## src/bfbt_pkg.sv

```systemverilog
// Shared constants, codes and types of the best-fit block table.
package bfbt_pkg;

   localparam int TABLE_DEPTH = 16;
   localparam int SIZE_BITS   = 24;
   localparam int IDX_BITS    = $clog2(TABLE_DEPTH);
   localparam int CNT_BITS    = $clog2(TABLE_DEPTH + 1);
   localparam int POS_BITS    = 6;
   localparam int STATUS_BITS = 2;
   localparam int CMP_BITS    = (POS_BITS > CNT_BITS) ? POS_BITS : CNT_BITS;

   localparam logic KIND_INSERT = 1'b0;
   localparam logic KIND_ALLOC  = 1'b1;

   localparam logic [STATUS_BITS-1:0] STATUS_DONE  = 2'd0;
   localparam logic [STATUS_BITS-1:0] STATUS_NOFIT = 2'd1;
   localparam logic [STATUS_BITS-1:0] STATUS_FULL  = 2'd2;

   typedef logic [SIZE_BITS-1:0] size_type;
   typedef logic [IDX_BITS-1:0]  idx_type;
   typedef logic [CNT_BITS-1:0]  cnt_type;

   typedef enum logic [1:0] {
      ST_IDLE,
      ST_INSERT,
      ST_SCAN,
      ST_COMMIT
   } state_type;

   typedef struct packed {
      logic     found;
      idx_type  index;
      size_type size;
   } cand_type;

   typedef struct packed {
      logic     ins_en;
      logic     sub_en;
      idx_type  slot;
      cnt_type  count;
      idx_type  best;
      size_type new_size;
      size_type req;
   } cell_ctrl_type;

endpackage

```

## src/bfbt_req_if.sv

```systemverilog
// Request channel of the best-fit block table.
interface bfbt_req_if;
   import bfbt_pkg::*;

   logic                valid;
   logic                ready;
   logic                kind;
   logic [POS_BITS-1:0] position;
   size_type            block_size;
   size_type            request_bytes;

   modport source (output valid, kind, position, block_size, request_bytes, input ready);
   modport sink (input valid, kind, position, block_size, request_bytes, output ready);
endinterface

```

## src/bfbt_rsp_if.sv

```systemverilog
// Response channel of the best-fit block table.
interface bfbt_rsp_if;
   import bfbt_pkg::*;

   logic                   valid;
   logic                   ready;
   logic [STATUS_BITS-1:0] status;
   idx_type                chosen_index;
   size_type               remaining_size;
   cnt_type                entry_count;

   modport source (output valid, status, chosen_index, remaining_size, entry_count,
                   input ready);
   modport sink (input valid, status, chosen_index, remaining_size, entry_count,
                 output ready);
endinterface

```

## src/bfbt_cell.sv

```systemverilog
// One table cell: holds a block size and passes the best-fit candidate along.
module bfbt_cell (
   input  logic                    clock,
   input  bfbt_pkg::cell_ctrl_type ctrl,
   input  bfbt_pkg::idx_type       cell_index,
   input  bfbt_pkg::size_type      prev_size,
   input  bfbt_pkg::cand_type      cand_in,
   output bfbt_pkg::size_type      size_out,
   output bfbt_pkg::cand_type      cand_out
);
   import bfbt_pkg::*;

   size_type size_ff, size_in;
   cand_type cand_ff, cand_in_next;
   logic     active;
   logic     fits;

   always_comb begin
      size_in = size_ff;
      if (ctrl.ins_en) begin
         if (cell_index == ctrl.slot) begin
            size_in = ctrl.new_size;
         end else if (cell_index > ctrl.slot && CNT_BITS'(cell_index) <= ctrl.count) begin
            size_in = prev_size;
         end
      end else if (ctrl.sub_en && cell_index == ctrl.best) begin
         size_in = size_ff - ctrl.req;
      end
   end

   assign active = CNT_BITS'(cell_index) < ctrl.count;
   assign fits   = active && size_ff >= ctrl.req && (!cand_in.found || size_ff < cand_in.size);

   always_comb begin
      cand_in_next = cand_in;
      if (fits) begin
         cand_in_next.found = 1'b1;
         cand_in_next.index = cell_index;
         cand_in_next.size  = size_ff;
      end
   end

   always_ff @(posedge clock) begin
      size_ff <= size_in;
      cand_ff <= cand_in_next;
   end

   assign size_out = size_ff;
   assign cand_out = cand_ff;
endmodule

```

## src/bfbt_ctrl.sv

```systemverilog
// Sequencer: takes requests, drives the cell row and registers the responses.
module bfbt_ctrl (
   input  logic                    clock,
   input  logic                    reset,
   bfbt_req_if.sink                req_chan,
   bfbt_rsp_if.source              rsp_chan,
   input  bfbt_pkg::cand_type      last_cand,
   output bfbt_pkg::cell_ctrl_type cell_ctrl
);
   import bfbt_pkg::*;

   state_type              state_ff, state_in;
   logic                   kind_ff;
   logic [POS_BITS-1:0]    pos_ff;
   size_type               new_size_ff;
   size_type               req_ff;
   cnt_type                count_ff, count_in;
   idx_type                scan_ff, scan_in;
   logic                   rsp_valid_ff, rsp_valid_in;
   logic [STATUS_BITS-1:0] status_ff, status_in;
   idx_type                index_ff, index_in;
   size_type               remain_ff, remain_in;
   cnt_type                entries_ff, entries_in;

   logic                   accept;
   logic                   out_free;
   logic                   full;
   logic [CMP_BITS-1:0]    pos_ext;
   logic [CMP_BITS-1:0]    cnt_ext;
   cnt_type                slot;
   logic                   ins_en;
   logic                   sub_en;
   logic                   load_rsp;

   assign accept   = req_chan.valid && req_chan.ready;
   assign out_free = !rsp_valid_ff || rsp_chan.ready;
   assign full     = count_ff == CNT_BITS'(TABLE_DEPTH);
   assign pos_ext  = CMP_BITS'(pos_ff[POS_BITS-2:0]);
   assign cnt_ext  = CMP_BITS'(count_ff);

   always_comb begin
      if (count_ff == '0 || pos_ff[POS_BITS-1]) begin
         slot = '0;
      end else if (pos_ext >= cnt_ext) begin
         slot = count_ff;
      end else begin
         slot = CNT_BITS'(pos_ext + CMP_BITS'(1));
      end
   end

   always_comb begin
      state_in = state_ff;
      case (state_ff)
         ST_IDLE: begin
            if (req_chan.valid) begin
               state_in = (req_chan.kind == KIND_ALLOC) ? ST_SCAN : ST_INSERT;
            end
         end
         ST_INSERT: begin
            if (out_free) begin
               state_in = ST_IDLE;
            end
         end
         ST_SCAN: begin
            if (scan_ff == IDX_BITS'(TABLE_DEPTH - 1)) begin
               state_in = ST_COMMIT;
            end
         end
         ST_COMMIT: begin
            if (out_free) begin
               state_in = ST_IDLE;
            end
         end
         default: state_in = ST_IDLE;
      endcase
   end

   always_comb begin
      ins_en    = 1'b0;
      sub_en    = 1'b0;
      load_rsp  = 1'b0;
      status_in = status_ff;
      index_in  = index_ff;
      remain_in = remain_ff;
      count_in  = count_ff;
      scan_in   = '0;
      case (state_ff)
         ST_INSERT: begin
            if (out_free) begin
               load_rsp = 1'b1;
               if (full) begin
                  status_in = STATUS_FULL;
                  index_in  = '0;
                  remain_in = '0;
               end else begin
                  ins_en    = 1'b1;
                  count_in  = count_ff + CNT_BITS'(1);
                  status_in = STATUS_DONE;
                  index_in  = slot[IDX_BITS-1:0];
                  remain_in = new_size_ff;
               end
            end
         end
         ST_SCAN: begin
            scan_in = scan_ff + IDX_BITS'(1);
         end
         ST_COMMIT: begin
            if (out_free) begin
               load_rsp = 1'b1;
               if (last_cand.found) begin
                  sub_en    = 1'b1;
                  status_in = STATUS_DONE;
                  index_in  = last_cand.index;
                  remain_in = last_cand.size - req_ff;
               end else begin
                  status_in = STATUS_NOFIT;
                  index_in  = '0;
                  remain_in = '0;
               end
            end
         end
         default: begin
            scan_in = '0;
         end
      endcase
      entries_in   = count_in;
      rsp_valid_in = load_rsp || (rsp_valid_ff && !rsp_chan.ready);
   end

   always_ff @(posedge clock) begin
      if (reset) begin
         state_ff     <= ST_IDLE;
         count_ff     <= '0;
         scan_ff      <= '0;
         rsp_valid_ff <= 1'b0;
      end else begin
         state_ff     <= state_in;
         count_ff     <= count_in;
         scan_ff      <= scan_in;
         rsp_valid_ff <= rsp_valid_in;
      end
   end

   always_ff @(posedge clock) begin
      if (accept) begin
         kind_ff     <= req_chan.kind;
         pos_ff      <= req_chan.position;
         new_size_ff <= req_chan.block_size;
         req_ff      <= req_chan.request_bytes;
      end
      if (load_rsp) begin
         status_ff  <= status_in;
         index_ff   <= index_in;
         remain_ff  <= remain_in;
         entries_ff <= entries_in;
      end
   end

   assign req_chan.ready = state_ff == ST_IDLE;

   assign rsp_chan.valid          = rsp_valid_ff;
   assign rsp_chan.status         = status_ff;
   assign rsp_chan.chosen_index   = index_ff;
   assign rsp_chan.remaining_size = remain_ff;
   assign rsp_chan.entry_count    = entries_ff;

   always_comb begin
      cell_ctrl.ins_en   = ins_en && kind_ff == KIND_INSERT;
      cell_ctrl.sub_en   = sub_en && kind_ff == KIND_ALLOC;
      cell_ctrl.slot     = slot[IDX_BITS-1:0];
      cell_ctrl.count    = count_ff;
      cell_ctrl.best     = last_cand.index;
      cell_ctrl.new_size = new_size_ff;
      cell_ctrl.req      = req_ff;
   end
endmodule

```

## src/best_fit_block_table.sv

```systemverilog
// Top level of the best-fit block table: sequencer and a row of size cells.
//
// The block keeps an ordered table of up to 16 free block sizes, one per cell.
// Requests arrive on req_chan and each one produces exactly one transfer on
// rsp_chan, in order. An insert places block_size at the front, after the
// entry named by position, or at the end; an allocate picks the smallest
// block not below request_bytes (lowest index on a tie) and reduces it.
// An insert's response is registered as the sequencer leaves its insert state,
// and the next request can be taken once the sequencer is back in idle.
// An allocate sends a candidate down the cell row one cell per cycle; the
// sequencer scans the whole row, registers the response in its commit state
// and takes no new request until it is back in idle.
// The response sits in an output register; while the receiver stalls a
// finished item waits there, and the next request is held before it writes
// the table until that response drains.
// Synchronous reset empties the table and drops any pending response; cell
// contents are not cleared, since only entries below the count are read.
module best_fit_block_table (
   input logic        clock,
   input logic        reset,
   bfbt_req_if.sink   req_chan,
   bfbt_rsp_if.source rsp_chan
);
   import bfbt_pkg::*;

   cell_ctrl_type cell_ctrl;
   size_type      size_q [TABLE_DEPTH];
   cand_type      cand_q [TABLE_DEPTH];
   size_type      prev_q [TABLE_DEPTH];
   cand_type      chain_q [TABLE_DEPTH];

   bfbt_ctrl u_ctrl (
      .clock     (clock),
      .reset     (reset),
      .req_chan  (req_chan),
      .rsp_chan  (rsp_chan),
      .last_cand (cand_q[TABLE_DEPTH-1]),
      .cell_ctrl (cell_ctrl)
   );

   for (genvar i = 0; i < TABLE_DEPTH; i++) begin : g_cell
      if (i == 0) begin : g_head
         assign prev_q[i]  = '0;
         assign chain_q[i] = '0;
      end else begin : g_link
         assign prev_q[i]  = size_q[i-1];
         assign chain_q[i] = cand_q[i-1];
      end

      bfbt_cell u_cell (
         .clock      (clock),
         .ctrl       (cell_ctrl),
         .cell_index (IDX_BITS'(i)),
         .prev_size  (prev_q[i]),
         .cand_in    (chain_q[i]),
         .size_out   (size_q[i]),
         .cand_out   (cand_q[i])
      );
   end
endmodule

```

## src/flat_wrapper.sv

```systemverilog
// flat-port wrapper written by rule: the top's interface ports become plain ports
module best_fit_block_table_flat import bfbt_pkg::*;
  (clock, reset, req_chan_valid, req_chan_kind, req_chan_position, req_chan_block_size, req_chan_request_bytes, req_chan_ready, rsp_chan_valid, rsp_chan_status, rsp_chan_chosen_index, rsp_chan_remaining_size, rsp_chan_entry_count, rsp_chan_ready);
  bfbt_req_if req_chan_i ();
  bfbt_rsp_if rsp_chan_i ();
  input logic clock;
  input logic reset;
  input wire logic [$bits(req_chan_i.valid)-1:0] req_chan_valid;
  input wire logic [$bits(req_chan_i.kind)-1:0] req_chan_kind;
  input wire logic [$bits(req_chan_i.position)-1:0] req_chan_position;
  input wire logic [$bits(req_chan_i.block_size)-1:0] req_chan_block_size;
  input wire logic [$bits(req_chan_i.request_bytes)-1:0] req_chan_request_bytes;
  output wire logic [$bits(req_chan_i.ready)-1:0] req_chan_ready;
  output wire logic [$bits(rsp_chan_i.valid)-1:0] rsp_chan_valid;
  output wire logic [$bits(rsp_chan_i.status)-1:0] rsp_chan_status;
  output wire logic [$bits(rsp_chan_i.chosen_index)-1:0] rsp_chan_chosen_index;
  output wire logic [$bits(rsp_chan_i.remaining_size)-1:0] rsp_chan_remaining_size;
  output wire logic [$bits(rsp_chan_i.entry_count)-1:0] rsp_chan_entry_count;
  input wire logic [$bits(rsp_chan_i.ready)-1:0] rsp_chan_ready;
  assign req_chan_i.valid = req_chan_valid;
  assign req_chan_i.kind = req_chan_kind;
  assign req_chan_i.position = req_chan_position;
  assign req_chan_i.block_size = req_chan_block_size;
  assign req_chan_i.request_bytes = req_chan_request_bytes;
  assign req_chan_ready = req_chan_i.ready;
  assign rsp_chan_valid = rsp_chan_i.valid;
  assign rsp_chan_status = rsp_chan_i.status;
  assign rsp_chan_chosen_index = rsp_chan_i.chosen_index;
  assign rsp_chan_remaining_size = rsp_chan_i.remaining_size;
  assign rsp_chan_entry_count = rsp_chan_i.entry_count;
  assign rsp_chan_i.ready = rsp_chan_ready;
  best_fit_block_table u_core (.clock(clock), .reset(reset), .req_chan(req_chan_i), .rsp_chan(rsp_chan_i));
endmodule
```

## config.mk

```make
export PLATFORM = sky130hd
export DESIGN_NAME = best_fit_block_table_flat
export DESIGN_NICKNAME = d
export VERILOG_FILES = /design/src/bfbt_pkg.sv /design/src/bfbt_req_if.sv /design/src/bfbt_rsp_if.sv /design/src/bfbt_cell.sv /design/src/bfbt_ctrl.sv /design/src/best_fit_block_table.sv /design/src/flat_wrapper.sv
export SDC_FILE = /design/constraint.sdc
export NUM_CORES = 2
export LEC_CHECK = 0
export ABC_AREA = 0
export BUFFER_PORTS_ARGS = -buffer_cell sky130_fd_sc_hd__buf_4
export CORE_UTILIZATION = 65
export DETAILED_ROUTE_END_ITERATION = 12
export GPL_TIMING_DRIVEN = 0
export PLACE_DENSITY = 0.82
export RECOVER_POWER = 100
export SLEW_MARGIN = 0
export SYNTH_ARGS = -nofsm -noshare
export SYNTH_HDL_FRONTEND = slang
export SYNTH_SLANG_ARGS = --single-unit
```

## constraint.sdc

```tcl
create_clock -name clock -period 5.3 [get_ports clock]
set_input_delay 1.06 -clock clock [delete_from_list [all_inputs] [get_ports clock]]
set_output_delay 1.06 -clock clock [all_outputs]
set_load 0.02 [all_outputs]
```

==> out/metrics.yaml <==
placed_design:
  dp_hpwl_um: 188000
  dp.cells: 8397
  gp_congestion: 1.01
  post_dp_cell_area_um2: 70000
  post-place-ws_ps: -1390
  port_buffers: 95
power:
  p_leak_nw: 30.6
  power_density_nw_per_um2: 263
  vdd_drop_max_mv: 0.250
cts:
  path_clk_slew_ps: 60
  postCtsSetupBuffers: 0
  cts_made_buffers: 105
  cts_tree: "done"
  htree_levels: 3
  cts.sinks: 935
  clk_path_buf_depth: 3
  cts_hold_buf: 0
  clkLatencyLatePin_ps: 740
  root_buffer: "clkbuf_16"
sta:
  hold_violations: 0
  fin_ws_ps: -157
  setup_viol: 74
  worstMarginPinSlew_ps: 2440
  fin_crit_sh_pct: 103
  fin_skew_ps: 29.8
  slew_viol_final: 174
  period_needed_ps: 5460
  fmax_ghz: 0.183
  relSlewSlack_pct: -62.7
detailed_routing:
  viasPerCell: 6.84
  totalWireLength_um: 258000
  num_vias: 59000
  drtIter0Drc: 6893
  antenna_left: 0
  avgRoutedWirePerCell_um: 30.0
  drc_errors: 0
  dr.pass1.iters: 8
logic_synthesis:
  synth_area_per_cell_um2: 9.65
  async_flop_share_pct: 0
  synth_edf_count: 474
  synth_nets: 7736
  syn_inst: 6898
  synth_top_area_share_pct: 21.4
  seq_area_frac_synth_pct: 35.3
  ys.flop_type: "edfxtp_1"
  ys_ff_latch: 935
  yosysWarnings: 0
  synth_area_leaders: "edfxtp_1 21%, ha_1 14%, dfxtp_1 14%"
  synth_area_um2: 66600
  synth_cell_type_count: 102
  synth_area_leader_cell: "edfxtp_1"
final_layout:
  layout-drive-gt1-share_pct: 11.8
  syn_to_final_growth_pct: 9.64
  seq_area_um2: 23500
  final_cells: 8628
  layout_commonest_cell: "ha_1"
  stdcell_area_um2: 73000
  multiInputGateArea_um2: 39900
  fill_cells: 7891
  layout.nets: 7976
  finish.utilization_pct: 71.8
  mostFrequentLayoutCells: "762 x ha_1, 631 x a21oi_1, 474 x edfxtp_1, 468 x inv_1, 461 x dfxtp_1"
worst_setup_path:
  startpoint_type: "flop"
  crit_arrival_ps: 5880
  cp.required_ps: 5720
  regToRegSetupSlack_ps: -160
  critPathKind: "flop to flop"
  crit_chain: "buf_2 > inv_1 > ha_1 > nand2_1 > nor3_2 > nor3_1 > nand2b_1 > buf_2 > clkdlybuf4s15_1 > clkbuf_2 > o21ai_0"
  worstReg2RegEnd: "u_core.g_cell[15].u_cell.size_out[3]"
  cpLargestDelayFamily: "buffers and inverters"
  reg2reg_from: "u_core.u_ctrl.count_ff[1]"
  critical_path_buf_inv_count: 5
  ff2ff_path_depth: 11
  crit_path_frequent_cell: "buf_2"
  slowest_delay_ps: 1090
  worst_setup_path_end_kind: "flop"
  crit_fanout: 10
  cp_slowest_cell: "clkdlybuf4s15_1"
hold_path:
  whs_path_depth: 1
  min_from: "u_core.g_cell[6].u_cell.cand_out[24]"
  hold_end: "u_core.g_cell[7].u_cell.cand_out[24]"
  hold_path.class: "flop to flop"
floorplan:
  die_h_um: 322
  chipWidth_um: 322
  io_pins: 96
  start_util_pct: 65.5
  placementRows: 117
  core_area_um2: 102000
  fp.dieArea_um2: 104000
global_route:
  grt_pass1_wl_um: 365000
  antenna_found_initial: 21
  overflow: 0
  grt_util_all_layers_pct: 48.6
  grt_pass1_vias: 55500
  grt_max_degree: 36
status:
  failed_checks: "max-capacitance violations, max-slew violations, negative setup slack"
  status: "finished, violations left"
run:
  cap_violations: 11
==> per-stage QoR <==
stage	setup TNS [ps]	hold WS (ps)	total power, mW
2_1_floorplan	0	386	10.3
3_3_place_gp	-1367650	390	11.4
3_5_place_dp	-218600	397	11.6
4_1_cts	0	398	19.0
5_1_grt	-578	396	19.6
6_report	-2350	394	19.2
==> how the worst max path moves through the flow <==
stage / startpoint / to / slack (ps) / cells past startpoint
after CTS: u_core.u_ctrl.count_ff[1] / u_core.g_cell[6].u_cell.size_out[20] / 10 / 9
after global routing: u_core.u_ctrl.count_ff[3] / u_core.g_cell[7].u_cell.size_out[4] / -30 / 13
final: u_core.u_ctrl.count_ff[1] / u_core.g_cell[15].u_cell.size_out[3] / -160 / 11
after global placement: u_core.u_ctrl.count_ff[1] / u_core.g_cell[5].u_cell.size_out[2] / -2470 / 11
after floorplan: u_core.u_ctrl.pos_ff[0] / u_core.g_cell[13].u_cell.size_out[0] / 1020 / 13
after detailed placement: u_core.u_ctrl.count_ff[1] / u_core.g_cell[14].u_cell.size_out[0] / -1390 / 13
==> cells in the mapped netlist (76+ instances only) <==
library cell and number:
nor2_1 321, nand3_1 76, a211oi_1 78, o21a_1 89
nand4_1 108, nand2_1 410, nor2b_1 127, clkbuf_1 146
a21o_1 302, mux2i_1 273, ha_1 762, o21ai_0 421
mux2_2 400, nor3_1 79, xnor2_1 187, dfxtp_1 461
edfxtp_1 474, inv_1 481, xor2_1 132, nand2b_1 99
a21oi_1 627
==> flip-flops by register name, indices dropped and copies added (netlist names) <==
signal,count
u_core.u_ctrl.count_ff,5
u_core.u_ctrl.scan_ff,4
u_core.u_ctrl.kind_ff,1
u_core.u_ctrl.rsp_chan.chosen_index,4
u_core.u_ctrl.state_ff,2
u_core.u_ctrl.rsp_chan.remaining_size,24
u_core.u_ctrl.rsp_chan.entry_count,5
u_core.g_cell.u_cell.size_out,384
u_core.g_cell.u_cell.cand_out,449
u_core.u_ctrl.pos_ff,6
u_core.u_ctrl.rsp_chan.status,2
u_core.u_ctrl.rsp_chan.valid,1
u_core.u_ctrl.req_ff,24
u_core.u_ctrl.new_size_ff,24
==> layer usage <==
layer  vias up  global-route usage [%]  wire length (um)
li1      25900                       -                 -
met2      3760                    71.7            109000
met5         -                       0                75
met4        12                    40.4             23900
met1     28200                    56.8             92900
met3      1146                    16.9             32400
==> power by group <==
part	internal (mW)	switching (mW)
Clock	4.29	3.32
Sequential	7.89	0.177
Combinational	1.26	2.26
==> worst register-to-register path, stage by stage (launching register included) <==
cell             delay, ps
dfxtp_1                350
buf_2                  200
inv_1                  290
ha_1                   330
nand2_1                 90
nor3_2                 380
nor3_1                 230
nand2b_1               380
buf_2                  610
clkdlybuf4s15_1       1100
clkbuf_2               920
o21ai_0                280
==> repair_timing <==
item	in CTS	in global routing
setup endpoints to repair	367	120
gates resized for setup	11	8
pin swaps	0	0
==> final cells by class <==
cell class,instances,share of cell area [%]
Tap cell,1368,2.35
Sequential cell,935,32.2
Inverter,482,2.48
Multi-Input combinational cell,5213,54.6
Buffer,268,1.71
Antenna cell,30,0.103
Timing Repair Buffer,133,1.79
Clock inverter,50,0.590
Clock buffer,149,4.21
==> cell families (layout without fill, tap and decap cells) <==
group,after synthesis,count (layout),share of synthesized area [%]
compound gates,1958,1958,18.8
xor+xnor,319,319,4.20
fa+ha+maj,779,779,14.8
buf+inv,750,1082,4.70
flops,935,935,35.3
mux,696,696,11.4
other cells,0,30,0
simple gates,1461,1461,10.9
(Power assumes the default switching activity.)
